==> src/design/lpht_ram.sv <==
// ----------------------------------------------------------------------------
// lpht_ram
// Generic single-write, single-read memory with a registered read port.
// ----------------------------------------------------------------------------
module lpht_ram #(
   parameter int WIDTH = 32,
   parameter int DEPTH = 128
) (
   input  logic                     clock,
   input  logic                     wr_en,
   input  logic [$clog2(DEPTH)-1:0] wr_addr,
   input  logic [WIDTH-1:0]         wr_data,
   input  logic [$clog2(DEPTH)-1:0] rd_addr,
   output logic [WIDTH-1:0]         rd_data
);

   logic [WIDTH-1:0] mem_ff [DEPTH];
   logic [WIDTH-1:0] rd_data_ff;

   // write port and registered read
   always_ff @(posedge clock) begin
      if (wr_en) begin
         mem_ff[wr_addr] <= wr_data;
      end
      rd_data_ff <= mem_ff[rd_addr];
   end

   assign rd_data = rd_data_ff;

endmodule

==> config.mk <==
export PLATFORM = sky130hd
export DESIGN_NAME = lpht_ram
export DESIGN_NICKNAME = d
export VERILOG_FILES = /design/src/design/lpht_ram.sv
export SDC_FILE = /design/constraint.sdc
export NUM_CORES = 2
export LEC_CHECK = 0
export ABC_CLOCK_PERIOD_IN_PS = 9550
export BUFFER_PORTS_ARGS = -buffer_cell sky130_fd_sc_hd__buf_2
export CAP_MARGIN = 20
export CORE_ASPECT_RATIO = 1.5
export CORE_MARGIN = 5
export CORE_UTILIZATION = 40
export CTS_BUF_LIST = sky130_fd_sc_hd__clkbuf_4 sky130_fd_sc_hd__clkbuf_8
export CTS_CLUSTER_DIAMETER = 40
export DETAILED_ROUTE_END_ITERATION = 16
export SLEW_MARGIN = 20
export SYNTH_ARGS = -nofsm -noshare
export SYNTH_HDL_FRONTEND = slang
export SYNTH_SLANG_ARGS = --single-unit
==> constraint.sdc <==
create_clock -name clock -period 9.55 [get_ports clock]
set_clock_uncertainty 0.2 [all_clocks]
set_input_delay 0.4775 -clock clock [delete_from_list [all_inputs] [get_ports clock]]
set_output_delay 0.4775 -clock clock [all_outputs]
set_load 0.01 [all_outputs]
==> out/metrics.cfg <==
[grt]
grt_pass1_vias = 74500
grt_max_degree = 126
grt.total_usage_pct = 21.29
grt_pass1_wl_mm = 598.0
grt-ovfl-total = 0
antenna_found_initial = 75

[sta]
fin_ws_ns = 5.808
relSlewSlack_pct = 23.12
max_freq_mhz = 267.2
finalCriticalPeriod_ns = 3.742
tns_ns = 0
grt_setup_unrepaired = false
tightestPinTransition_ns = 1.153
finalCritPeriodShare_pct = 39.19
setup_viol = 0
hold_viol_final = 0
holdWs_ns = 0.1403
slew_violations = 0

[yosys]
ys_seq_elements = 4128
syn_avg_cell_area_um2 = 26.09
synth_cells = 5990
synth_fp_nets = 6038
synth.cell_area_um2 = 156300
synth_cell_type_count = 17
synth_warnings = 0
yosys.area.top_type_share_pct = 78.71
seq_area_frac_synth_pct = 79.12
ys_top_cells_by_area = edfxtp_1, mux4_2, clkbuf_1, dfxtp_1, nor2_1
yosys.area.top_type = edfxtp_1

[drt]
remaining_drc_errors = 0
first_iter_violations = 8323
wirelength_mm = 432.5
ant_nets = 0
avgViaCountPerCell = 5.764
wl_per_cell_um = 34.94
first_pass_iters = 5
vias = 71350

[cells_and_area]
final_cell_mix = edfxtp_1, mux4_2, clkbuf_8
drive_above_1_share_pct = 38.60
final_common_cell = edfxtp_1
area_growth_pct = 13.21
fin_nets = 6646
fin_area_um2 = 176900

[power]
ir_drop_mv = 0.1141
power_mw = 35.59
power_leakage_nw = 53.57
powerDensity_nw_per_um2 = 201.2

[worst_setup_path]
crit_path_start_kind = input pin
crit_fanout = 96
setup.worst_path.end_class = register
worst_ep_arrival_time_ns = 4.53
cpMostUsedCell = mux4_2
critPathKind = input pin to register
crit_family = multiplexers
critPathSlowestCell = buf_4
path_cells = buf_12, buf_12, buf_4, mux4_2, mux4_2, mux4_2, mux2_2
crit_path_max_incr_delay_ns = 0.62
cp.required_ns = 10.33
path_buf_inv = 3

[die]
dieHeight_um = 775.5
die_area_um2 = 403600
start_util_pct = 40.08
die_w_um = 520.4
io_pins = 80
coreArea_um2 = 389900
core.rowCount = 281

[clock_tree]
clockBufferDepth = 4
cts_made_buffers = 585
htreeDepth = 6
path_clk_slew_ns = 0.06
insertion_delay_ns = 1.11
cts-root-buf = clkbuf_8
tritoncts = built
clock_sinks = 4128

[place]
gp_congestion = 0.8038
dp_hpwl_mm = 236.9
numPortBuffers = 79
dp_slack_ns = 4.544
placed_area_um2 = 164700

[flow_run]
cap_violations = 0

[hold_path]
worst_hold_path_type = input pin to register

[status]
status = completed

[final timing paths]
kind	slack, ns	cells past startpoint	start	to
min	0.14	4	wr_addr[1]	mem_ff[22][5]$_DFFE_PP_
min reg2reg	0.93	4	mem_ff[126][9]$_DFFE_PP_	rd_data[9]$_DFF_P_
max reg2reg	6.68	4	mem_ff[117][12]$_DFFE_PP_	rd_data[12]$_DFF_P_
max	5.81	7	rd_addr[0]	rd_data[26]$_DFF_P_
[worst reg2reg max path, delay by kind of cell (launching register included)]
family        cells  cell delay [ns]
flip-flops        1             0.37
multiplexers      4             2.19
[state kept, by name (all words and copies together), names as in the netlist]
signal   cells
rd_data     32
mem_ff    4096
[synthesized netlist by cell type]
master / n
buf_1: 50
buf_2: 79
buf_4: 3
buf_6: 2
clkbuf_1: 182
dfxtp_1: 32
edfxtp_1: 4096
mux2_2: 32
mux4_2: 1344
nand2_1: 14
nand2b_1: 2
nand3_1: 12
nand4_1: 3
nor2_1: 122
nor2b_1: 7
nor3_1: 9
or3_1: 1
[per-layer routing]
layer	global-route usage [%]	routed length (µm)	up-vias
li1	-	-	27870
met1	24.99	151700	39450
met2	37.43	226900	3263
met3	3.451	30070	749
met4	11.67	23630	16
met5	0	115	-
[stage by stage]
| stage | instances | utilization [%] |
|---|---|---|
| 2_1_floorplan | 5990 | - |
| 3_5_place_dp | 11070 | 42.24 |
| 3_3_place_gp | 11070 | 42.24 |
| 5_1_grt | 12370 | 45.37 |
| 4_1_cts | 12130 | 45.21 |
| 6_report | 12380 | 45.38 |
[layout make-up]
type	count	area, µm²
fillers	31800	213000
well taps	5094	6374
diodes	245	613.1
flip-flops and latches	4128	123600
clock buffers	806	9873
multi-input cells	1546	32290
repair buffers	337	2775
clock inverters	222	1358
[kinds of logic (layout without fill, tap and decap cells)]
kind of cell | after synthesis | in the layout | synth area share, %
flip-flops | 4128 | 4128 | 79.12
other | 0 | 245 | 0
multiplexers | 1376 | 1376 | 19.60
AND/OR/NAND/NOR | 170 | 170 | 0.4460
buffers and inverters | 316 | 1365 | 0.8391
[report_power, final]
| group | internal (mW) | switching (mW) | total (mW) |
|---|---|---|---|
| sequential | 20.0 | 0.0650 | 20.1 |
| clock | 7.00 | 6.59 | 13.6 |
| combinational | 0.725 | 1.20 | 1.93 |
[what timing repair did]
| action | CTS | global route |
|---|---|---|
| hold buffers | 36 | 0 |
| gates resized for setup | 0 | 0 |
| setup buffers | 0 | 0 |
| endpoints found under the hold margin | 1598 | 0 |
| endpoints found under the setup margin | 0 | 0 |
No activity file was read; power rests on OpenSTA's default activity.
